--- src/sv/dct_pkg.sv ---
package dct_pkg;

  localparam int ID_W      = 16;
  localparam int WGT_W     = 32;
  localparam int HIT_W     = 16;
  localparam int MAG_W     = 25;
  localparam int SHARE_W   = 15;
  localparam int DIST_W    = 5;
  localparam int CFG_IDX_W = 2;
  localparam int FRAC_BITS = 8;
  localparam int PCT_W     = 7;
  // quotient bits kept by the divider, two above the share so overflow shows
  localparam int QUOT_W    = SHARE_W + 2;

  localparam logic [WGT_W-1:0]   WGT_MAX   = '1;
  localparam logic [HIT_W-1:0]   HIT_MAX   = '1;
  localparam logic [SHARE_W-1:0] SHARE_MAX = '1;
  localparam logic [PCT_W-1:0]   PERCENT   = 7'd100;

  typedef enum logic [CFG_IDX_W-1:0] {
    CFG_RANK_BY_COUNT     = 2'd0,
    CFG_INCLUDE_UNTRACKED = 2'd1,
    CFG_NORM_MODE         = 2'd2
  } dct_cfg_idx_t;

  typedef struct packed {
    logic [ID_W-1:0]  id;
    logic [WGT_W-1:0] weight;
    logic [HIT_W-1:0] hits;
  } dct_entry_t;

  typedef enum logic [3:0] {
    ST_IDLE,
    ST_SRCH_RD,
    ST_SRCH_CMP,
    ST_EVAL_RD,
    ST_EVAL_ACC,
    ST_FOLD,
    ST_PREP,
    ST_DIV_GO,
    ST_DIV_WAIT
  } dct_state_t;

endpackage

--- src/sv/dct_ram.sv ---
module dct_ram #(
  parameter int WIDTH = 64,
  parameter int DEPTH = 20
) (
  input  logic                     clk,
  input  logic                     we,
  input  logic [$clog2(DEPTH)-1:0] waddr,
  input  logic [WIDTH-1:0]         wdata,
  input  logic [$clog2(DEPTH)-1:0] raddr,
  output logic [WIDTH-1:0]         rdata
);

  logic [WIDTH-1:0] mem_r [DEPTH];
  logic [WIDTH-1:0] rdata_r;

  always_ff @(posedge clk) begin
    if (we) begin
      mem_r[waddr] <= wdata;
    end
    rdata_r <= mem_r[raddr];
  end

  assign rdata = rdata_r;

endmodule

--- src/sv/dct_div.sv ---
module dct_div import dct_pkg::*; #(
  parameter int NUM_W = 40,
  parameter int DEN_W = 37
) (
  input  logic               clk,
  input  logic               rst_n,
  input  logic               start,
  input  logic [NUM_W-1:0]   num,
  input  logic [DEN_W-1:0]   den,
  output logic               done,
  output logic [SHARE_W-1:0] quot
);

  // rounded quotient (2*num + den) / (2*den), restoring, one bit a cycle
  localparam int DVD_W  = ((NUM_W + 1 > DEN_W) ? NUM_W + 1 : DEN_W) + 1;
  localparam int DSH_W  = DEN_W + QUOT_W;
  localparam int CMP_W  = (DVD_W > DSH_W) ? DVD_W : DSH_W;
  localparam int STEP_W = $clog2(QUOT_W);

  logic              run_r;
  logic              done_r;
  logic              zero_r;
  logic [STEP_W-1:0] step_r;
  logic [DVD_W-1:0]  rem_r;
  logic [DSH_W-1:0]  dsh_r;
  logic [QUOT_W-1:0] q_r;

  logic [CMP_W-1:0] rem_ext;
  logic [CMP_W-1:0] dsh_ext;
  logic [CMP_W-1:0] diff;
  logic             ge;

  assign rem_ext = CMP_W'(rem_r);
  assign dsh_ext = CMP_W'(dsh_r);
  assign ge      = rem_ext >= dsh_ext;
  assign diff    = rem_ext - dsh_ext;

  always_ff @(posedge clk) begin
    if (!rst_n) begin
      run_r  <= 1'b0;
      done_r <= 1'b0;
    end else begin
      done_r <= 1'b0;
      if (start) begin
        run_r <= 1'b1;
      end else if (run_r && step_r == '0) begin
        run_r  <= 1'b0;
        done_r <= 1'b1;
      end
    end
  end

  always_ff @(posedge clk) begin
    if (start) begin
      rem_r  <= DVD_W'({num, 1'b0}) + DVD_W'(den);
      dsh_r  <= DSH_W'({den, 1'b0}) << (QUOT_W - 1);
      q_r    <= '0;
      step_r <= STEP_W'(QUOT_W - 1);
      zero_r <= den == '0;
    end else if (run_r) begin
      if (ge) begin
        rem_r <= diff[DVD_W-1:0];
      end
      dsh_r  <= dsh_r >> 1;
      q_r    <= {q_r[QUOT_W-2:0], ge};
      step_r <= step_r - STEP_W'(1);
    end
  end

  assign done = done_r;
  // a top bit set means the true quotient is at least the saturation limit
  assign quot = zero_r                     ? '0 :
                (|q_r[QUOT_W-1:SHARE_W])   ? SHARE_MAX :
                                             q_r[SHARE_W-1:0];

endmodule

--- src/sv/dominant_contributor_tally.sv ---
// Tallies items (track id, signed weight) into a table of TABLE_ENTRIES
// entries held in a single-port-write, registered-read RAM, and on an item
// with in_last set reports the dominant nonzero id, its rounded share and
// the number of entries used, then empties the table. busy is high from the
// accepting edge until the item is fully processed; start is ignored
// meanwhile. An item scans the table one entry at a time (RAM read, then
// compare and write back) until an entry in use matches; when none of
// the entries in use matches, a new entry is written if the table has
// room. An item marked last then rescans the whole table, folds, scales
// and starts the bit-serial divider, then waits for its result.
// The result appears on out_valid for exactly one cycle and must be taken
// then; there is no way to stall it. Configuration writes are only
// meaningful while busy is low and no result is pending.
module dominant_contributor_tally import dct_pkg::*; #(
  parameter int TABLE_ENTRIES = 20
) (
  input  logic                 clk,
  input  logic                 rst_n,
  input  logic                 cfg_we,
  input  logic [CFG_IDX_W-1:0] cfg_idx,
  input  logic [0:0]           cfg_wdata,
  input  logic                 start,
  output logic                 busy,
  input  logic [ID_W-1:0]      in_track_id,
  input  logic signed [MAG_W-1:0] in_weight,
  input  logic                 in_last,
  output logic                 out_valid,
  output logic [ID_W-1:0]      out_winner_id,
  output logic [SHARE_W-1:0]   out_share,
  output logic [DIST_W-1:0]    out_distinct_tracks
);

  localparam int IDX_W  = $clog2(TABLE_ENTRIES);
  localparam int CNT_W  = $clog2(TABLE_ENTRIES + 1);
  localparam int TOT_W  = WGT_W + $clog2(TABLE_ENTRIES);
  localparam int HSUM_W = HIT_W + $clog2(TABLE_ENTRIES);
  localparam int BEST_W = WGT_W + 1;
  localparam int NUM_W  = BEST_W + PCT_W;
  localparam int ENT_W  = $bits(dct_entry_t);

  dct_state_t state_r, state_nxt;

  logic             rank_by_count_r;
  logic             include_untracked_r;
  logic             norm_mode_r;

  logic [CNT_W-1:0] used_r;
  logic [CNT_W-1:0] scan_r;
  logic [ID_W-1:0]  id_r;
  logic [MAG_W-1:0] mag_r;
  logic             last_r;

  logic [BEST_W-1:0] best_r;
  logic [TOT_W-1:0]  total_r;
  logic [HSUM_W-1:0] hsum_r;
  logic [WGT_W-1:0]  zero_v_r;
  logic [HIT_W-1:0]  zero_h_r;
  logic [ID_W-1:0]   win_r;
  logic [NUM_W-1:0]  num_r;
  logic [TOT_W-1:0]  den_r;

  logic               out_valid_r;
  logic [ID_W-1:0]    out_winner_id_r;
  logic [SHARE_W-1:0] out_share_r;
  logic [DIST_W-1:0]  out_distinct_r;

  logic               accept;
  logic               scan_end;
  logic               room;
  logic               hit;
  logic [MAG_W-1:0]   raw;
  logic [MAG_W-1:0]   mag;
  dct_entry_t         rd_ent;
  dct_entry_t         upd_ent;
  dct_entry_t         new_ent;
  logic [WGT_W:0]     wsum;
  logic [WGT_W-1:0]   v;
  logic [WGT_W-1:0]   zero_v_sel;
  logic [HIT_W-1:0]   zero_h_sel;
  logic               pct_mode;
  logic [CNT_W+DIST_W-1:0] used_ext;

  logic               ram_we;
  logic [IDX_W-1:0]   ram_waddr;
  logic [ENT_W-1:0]   ram_wdata;
  logic [IDX_W-1:0]   ram_raddr;
  logic [ENT_W-1:0]   ram_rdata;
  logic               div_start;
  logic               div_done;
  logic [SHARE_W-1:0] div_quot;

  assign busy     = state_r != ST_IDLE;
  assign accept   = start && !busy;
  assign scan_end = scan_r == used_r;
  assign room     = used_r < CNT_W'(TABLE_ENTRIES);

  assign raw = $unsigned(in_weight);
  assign mag = raw[MAG_W-1] ? (~raw + MAG_W'(1)) : raw;

  assign rd_ent = dct_entry_t'(ram_rdata);
  assign hit    = rd_ent.id == id_r;

  // saturating accumulate of a matching entry
  assign wsum           = {1'b0, rd_ent.weight} + (WGT_W + 1)'(mag_r);
  assign upd_ent.id     = rd_ent.id;
  assign upd_ent.weight = wsum[WGT_W] ? WGT_MAX : wsum[WGT_W-1:0];
  assign upd_ent.hits   = (rd_ent.hits == HIT_MAX) ? HIT_MAX : rd_ent.hits + HIT_W'(1);

  assign new_ent.id     = id_r;
  assign new_ent.weight = WGT_W'(mag_r);
  assign new_ent.hits   = HIT_W'(1);

  assign v          = rank_by_count_r ? WGT_W'(rd_ent.hits) : rd_ent.weight;
  assign zero_v_sel = include_untracked_r ? zero_v_r : '0;
  assign zero_h_sel = include_untracked_r ? zero_h_r : '0;
  assign pct_mode   = rank_by_count_r || !norm_mode_r;
  assign used_ext   = (CNT_W + DIST_W)'(used_r);

  // next state
  always_comb begin
    state_nxt = state_r;
    unique case (state_r)
      ST_IDLE: begin
        if (accept) begin
          state_nxt = ST_SRCH_RD;
        end
      end
      ST_SRCH_RD: begin
        if (scan_end) begin
          state_nxt = last_r ? ST_EVAL_RD : ST_IDLE;
        end else begin
          state_nxt = ST_SRCH_CMP;
        end
      end
      ST_SRCH_CMP: begin
        if (hit) begin
          state_nxt = last_r ? ST_EVAL_RD : ST_IDLE;
        end else begin
          state_nxt = ST_SRCH_RD;
        end
      end
      ST_EVAL_RD:  state_nxt = scan_end ? ST_FOLD : ST_EVAL_ACC;
      ST_EVAL_ACC: state_nxt = ST_EVAL_RD;
      ST_FOLD:     state_nxt = ST_PREP;
      ST_PREP:     state_nxt = ST_DIV_GO;
      ST_DIV_GO:   state_nxt = ST_DIV_WAIT;
      ST_DIV_WAIT: begin
        if (div_done) begin
          state_nxt = ST_IDLE;
        end
      end
      default:     state_nxt = ST_IDLE;
    endcase
  end

  // ram and divider controls
  always_comb begin
    ram_we    = 1'b0;
    ram_waddr = scan_r[IDX_W-1:0];
    ram_wdata = upd_ent;
    ram_raddr = scan_r[IDX_W-1:0];
    div_start = 1'b0;
    unique case (state_r)
      ST_SRCH_RD: begin
        if (scan_end && room) begin
          ram_we    = 1'b1;
          ram_waddr = used_r[IDX_W-1:0];
          ram_wdata = new_ent;
        end
      end
      ST_SRCH_CMP: begin
        ram_we = hit;
      end
      ST_DIV_GO: begin
        div_start = 1'b1;
      end
      default: begin
      end
    endcase
  end

  always_ff @(posedge clk) begin
    if (!rst_n) begin
      state_r             <= ST_IDLE;
      rank_by_count_r     <= 1'b0;
      include_untracked_r <= 1'b0;
      norm_mode_r         <= 1'b1;
      used_r              <= '0;
      out_valid_r         <= 1'b0;
    end else begin
      state_r     <= state_nxt;
      out_valid_r <= 1'b0;
      if (cfg_we) begin
        if (cfg_idx == CFG_RANK_BY_COUNT) begin
          rank_by_count_r <= cfg_wdata[0];
        end
        if (cfg_idx == CFG_INCLUDE_UNTRACKED) begin
          include_untracked_r <= cfg_wdata[0];
        end
        if (cfg_idx == CFG_NORM_MODE) begin
          norm_mode_r <= cfg_wdata[0];
        end
      end
      if (state_r == ST_SRCH_RD && scan_end && room) begin
        used_r <= used_r + CNT_W'(1);
      end
      if (state_r == ST_DIV_WAIT && div_done) begin
        out_valid_r <= 1'b1;
        used_r      <= '0;
      end
    end
  end

  always_ff @(posedge clk) begin
    if (accept) begin
      id_r   <= in_track_id;
      mag_r  <= mag;
      last_r <= in_last;
      scan_r <= '0;
    end
    unique case (state_r)
      ST_SRCH_RD: begin
        if (scan_end) begin
          scan_r <= '0;
        end
      end
      ST_SRCH_CMP: begin
        scan_r <= hit ? '0 : scan_r + CNT_W'(1);
      end
      ST_EVAL_ACC: begin
        scan_r <= scan_r + CNT_W'(1);
        if (rd_ent.id == '0) begin
          zero_v_r <= v;
          zero_h_r <= rd_ent.hits;
        end else begin
          hsum_r  <= hsum_r + HSUM_W'(rd_ent.hits);
          total_r <= total_r + TOT_W'(v);
          // ties go to the later entry
          if (BEST_W'(v) >= best_r) begin
            best_r <= BEST_W'(v);
            win_r  <= rd_ent.id;
          end
        end
      end
      ST_FOLD: begin
        best_r  <= best_r + BEST_W'(zero_v_sel);
        total_r <= total_r + TOT_W'(zero_v_sel);
        hsum_r  <= hsum_r + HSUM_W'(zero_h_sel);
      end
      ST_PREP: begin
        if (pct_mode) begin
          num_r <= NUM_W'(best_r) * NUM_W'(PERCENT);
          den_r <= total_r;
        end else begin
          num_r <= NUM_W'(best_r);
          den_r <= TOT_W'({hsum_r, {FRAC_BITS{1'b0}}});
        end
      end
      ST_DIV_WAIT: begin
        if (div_done) begin
          out_winner_id_r <= win_r;
          out_share_r     <= div_quot;
          out_distinct_r  <= used_ext[DIST_W-1:0];
        end
      end
      default: begin
      end
    endcase
    // accumulators start clean on the way into the evaluation scan
    if (state_nxt == ST_EVAL_RD && state_r != ST_EVAL_ACC) begin
      best_r   <= '0;
      total_r  <= '0;
      hsum_r   <= '0;
      zero_v_r <= '0;
      zero_h_r <= '0;
      win_r    <= '0;
    end
  end

  dct_ram #(
    .WIDTH (ENT_W),
    .DEPTH (TABLE_ENTRIES)
  ) u_table (
    .clk   (clk),
    .we    (ram_we),
    .waddr (ram_waddr),
    .wdata (ram_wdata),
    .raddr (ram_raddr),
    .rdata (ram_rdata)
  );

  dct_div #(
    .NUM_W (NUM_W),
    .DEN_W (TOT_W)
  ) u_div (
    .clk   (clk),
    .rst_n (rst_n),
    .start (div_start),
    .num   (num_r),
    .den   (den_r),
    .done  (div_done),
    .quot  (div_quot)
  );

  assign out_valid           = out_valid_r;
  assign out_winner_id       = out_winner_id_r;
  assign out_share           = out_share_r;
  assign out_distinct_tracks = out_distinct_r;

endmodule
--- config.mk ---
export PLATFORM = sky130hd
export DESIGN_NAME = dominant_contributor_tally
export DESIGN_NICKNAME = d
export VERILOG_FILES = /design/src/sv/dct_pkg.sv /design/src/sv/dct_ram.sv /design/src/sv/dct_div.sv /design/src/sv/dominant_contributor_tally.sv
export SDC_FILE = /design/constraint.sdc
export NUM_CORES = 2
export LEC_CHECK = 0
export BUFFER_PORTS_ARGS = -buffer_cell sky130_fd_sc_hd__buf_2
export CORE_MARGIN = 8
export CORE_UTILIZATION = 45
export DETAILED_ROUTE_END_ITERATION = 10
export PLACE_DENSITY = 0.66
export SLEW_MARGIN = 20
export SYNTH_ARGS = -nofsm -noshare
export SYNTH_HDL_FRONTEND = slang
export SYNTH_SLANG_ARGS = --single-unit
--- constraint.sdc ---
create_clock -name clk -period 15.75 [get_ports clk]
set_clock_uncertainty 0.05 [all_clocks]
set_input_delay 2.3625 -clock clk [delete_from_list [all_inputs] [get_ports clk]]
set_output_delay 2.3625 -clock clk [all_outputs]
set_load 0.03 [all_outputs]
==> flow_summary.toml <==
[worst_hold_path]
whs_path_depth = 0
hp-class = "flop to flop"
min_from = "win_r[10]$_SDFFE_PP0P_"
min_to = "out_winner_id[10]$_DFFE_PP_"

[finish]
nets = 6217
drive_gt1_share_pct = 16.4
syn2layout_area_growth_pct = 11.3
fill_cells = 15160
fin_area_um2 = 92100
multi_input_area_um2 = 30100
seq_area_um2 = 51100

[yosys]
synth_area_leaders = "edfxtp_1 55%, mux4_2 10%, dfxtp_1 6.7%"
syn_area_um2 = 82700
ys_top_cells_by_count = "1515 x edfxtp_1, 465 x nand2_1, 408 x nor2_1, 384 x mux4_2, 324 x ha_1"
synthFlopType = "edfxtp_1"
synth_top_area_cell = "edfxtp_1"
postSynthCellCount = 5722
syn_nets = 6129
yosys_warnings = 0
synthArstFlopShare_pct = 0
ys_seq_elements = 1793
synth_cell_types = 89
syn_area_per_cell_um2 = 14.5
yosysSeqAreaShare_pct = 61.7
synth_most_common_cell = "edfxtp_1"
yosys.area.top_type_share_pct = 55.0
synth_edf_count = 1515

[clock_network]
clk_path_buf_depth = 3
cts_setup_buffers = 0
cts_root_buf = "clkbuf_16"
ctsHoldBuffers = 0
cts_resized = 0
clk_latency_ns = 0.84
clk_pin_slew_worst_paths_ns = 0.06
cts_tree = "done"
numCtsBuffers = 183
htreeDepth = 4
cts.sinks = 1793

[routing]
firstDrtPassIters = 6
drcViolationCount = 0
ant_nets = 0
avgRoutedWirePerCell_um = 23.6
num_vias = 48527
drt_iter0_markers = 4411
totalWireLength_um = 199000
avgViaCountPerCell = 5.75

[die]
die_w_um = 445
io_pins = 87
die-area_um2 = 198000
core_area_um2 = 183000
start_util_pct = 45.2
row_count = 157
die-height_um = 445

[setup_path]
crit_required_ns = 16.38
crit_start = "state_r[2]$_SDFF_PN0_"
ff2ff_path_depth = 17
critPathBufInv = 2
timing.rr.start = "state_r[2]$_SDFF_PN0_"
slowest_delay_ns = 0.53
cp-start-kind = "flop"
critPathTopFamily = "compound AO/OA/AOI/OAI gates"
end_kind = "flop"
arrival_ns = 5.78
crit_type = "flop to flop"
cp_max_fo = 47
critical_path.slowest_cell = "nand3_4"
timing.critical_path.cells = "inv_1 -> nor2_1 -> nand3_4 -> a21oi_1 -> ha_1 -> inv_1 -> fa_1 -> nor2b_1 -> o31a_1 -> o31a_1 -> o2111ai_2 -> a21boi_1 -> a311o_1 -> nand2_1 -> o211ai_1 -> nand4_1 -> mux2i_1"
r2r-end = "total_r[36]$_SDFFE_PP0P_"
regToRegSetupSlack_ns = 10.60

[global_route]
grt_max_degree = 140
grt.overflow.total = 0
grt_pass1_vias = 48187
antenna_found_initial = 8
grt_usage_pct = 19.5
grt_pass1_wl_um = 299000

[timing]
slew_violations = 0
fin_crit_ns = 5.15
setup_viol = 0
rsz0062_at_grt = "no"
slew_headroom_pct = 25.9
hold_violations = 0
fmax_mhz = 194
fin_crit_sh_pct = 32.7
tns_ns = 0
worst_pin_slew_ns = 1.11

[pwr]
p_leak_nw = 32.2
internal_power_mw = 10.5
switching_share_pct = 32.7
clkPwrFrac_pct = 27.3
vdd_ir_drop_max_mv = 0.135
comb_power_share_pct = 29.0
switchingPower_mw = 5.13
p_seq_share_pct = 43.7
powerDensity_nw_per_um2 = 170

[place]
placedInstanceArea_um2 = 86100
gp_congestion = 0.885
io_buffers = 86
dpl.hpwl_um = 126000

[run_status]
status = "complete, no violations"

[flow_run]
drv_cap = 0
==> kinds of logic after synthesis <==
family                   after synthesis  share of synthesized area [%]
AO/OA/AOI/OAI                        922                           7.37
XOR/XNOR                             247                           2.61
adder cells (fa/ha/maj)              358                           5.72
buffers and inverters                499                           2.35
flip-flops                          1793                           61.7
multiplexers                         584                           13.0
AND/OR/NAND/NOR                     1319                           7.23
==> layout make-up <==
| cell class | count | area share, % |
|---|---|---|
| Inverter | 246 | 1.01 |
| Clock inverter | 103 | 1.17 |
| Clock buffer | 241 | 5.31 |
| Timing Repair Buffer | 156 | 1.08 |
| Sequential cell | 1793 | 55.5 |
| Tap cell | 2464 | 3.35 |
| Antenna cell | 4 | 0.0109 |
| Multi-Input combinational cell | 3430 | 32.6 |
==> cells in the final DEF, fill, tap and decap left out, types with 18 or more instances in the layout <==
master     Yosys  final
edfxtp_1    1515   1515
nand2_1      465    463
nor2_1       408    384
mux4_2       384    384
ha_1         324    324
dfxtp_1      278    271
a21oi_1      274    262
inv_1        246    245
clkbuf_16      0    184
o21ai_0      170    170
xnor2_1      129    129
a21o_1       126    126
mux2i_1      120    120
xor2_1       118    118
nand3_1      111    109
buf_2         33     86
mux2_2        80     80
buf_4          0     67
and2_1        65     63
a211oi_1      59     58
clkbuf_1     186     50
nor2b_1       43     42
a31oi_1       40     40
nand2b_1      41     39
nor3_1        39     37
clkinv_1       0     36
fa_1          34     34
o22ai_1       32     32
and3_1        33     31
o21a_1        30     30
clkinv_2       0     29
nand4_1       28     28
o21bai_1      27     27
nor4_1        25     24
nor2_4         0     23
o211ai_1      21     21
o31ai_1       18     18
==> power by group through the flow <==
stage / clock network (mW) / registers [mW] / logic, mW
final: 4.27 / 6.86 / 4.55
after global routing: 4.53 / 6.89 / 5.00
after floorplan: 0 / 6.70 / 3.24
after CTS: 4.35 / 6.86 / 4.52
after global placement: 0 / 6.95 / 4.37
after detailed placement: 0 / 6.96 / 4.48
==> routing by layer <==
layer	part of all wire, %	vias to the layer above	global-route usage, %
met3	5.9	297	2.62
met5	0	-	0
met4	2.9	0	6.00
li1	-	22060	-
met2	48	1560	32.7
met1	43	24610	26.6
==> flip-flops by register name, summed over array words and instances (netlist names), 17 cells and up <==
register,flops
best_r,33
den_r,37
hsum_r,21
mag_r,25
num_r,40
total_r,37
u_div.dsh_ext,54
u_div.q_r,17
u_div.rem_r,42
u_table.mem_r,1280
u_table.rdata,64
zero_v_r,32
==> metrics by stage <==
| step | total power [mW] | hold slack [ns] | util (%) | std cells | worst slack [ns] |
|---|---|---|---|---|---|
| after floorplan | 9.95 | 0.358 | - | 5722 | 10.49 |
| after global placement | 11.3 | 0.368 | 47.1 | 8089 | 10.82 |
| after detailed placement | 11.4 | 0.369 | 47.1 | 8089 | 10.74 |
| after CTS | 15.7 | 0.382 | 50.3 | 8433 | 10.69 |
| after global routing | 16.4 | 0.382 | 50.4 | 8434 | 10.18 |
| final | 15.7 | 0.380 | 50.4 | 8437 | 10.60 |
==> worst max-delay path by stage <==
stage               slack [ns]                             end  depth (start not counted)
finish                   10.60        total_r[36]$_SDFFE_PP0P_                         17
global route             10.18        total_r[27]$_SDFFE_PP0P_                         16
CTS                      10.69        total_r[36]$_SDFFE_PP0P_                         17
detailed placement       10.74        total_r[36]$_SDFFE_PP0P_                         17
global placement         10.82        total_r[36]$_SDFFE_PP0P_                         17
floorplan                10.49  u_table.mem_r[14][0]$_DFFE_PP_                         11
Note: power is estimated with default switching activity, not from simulation.
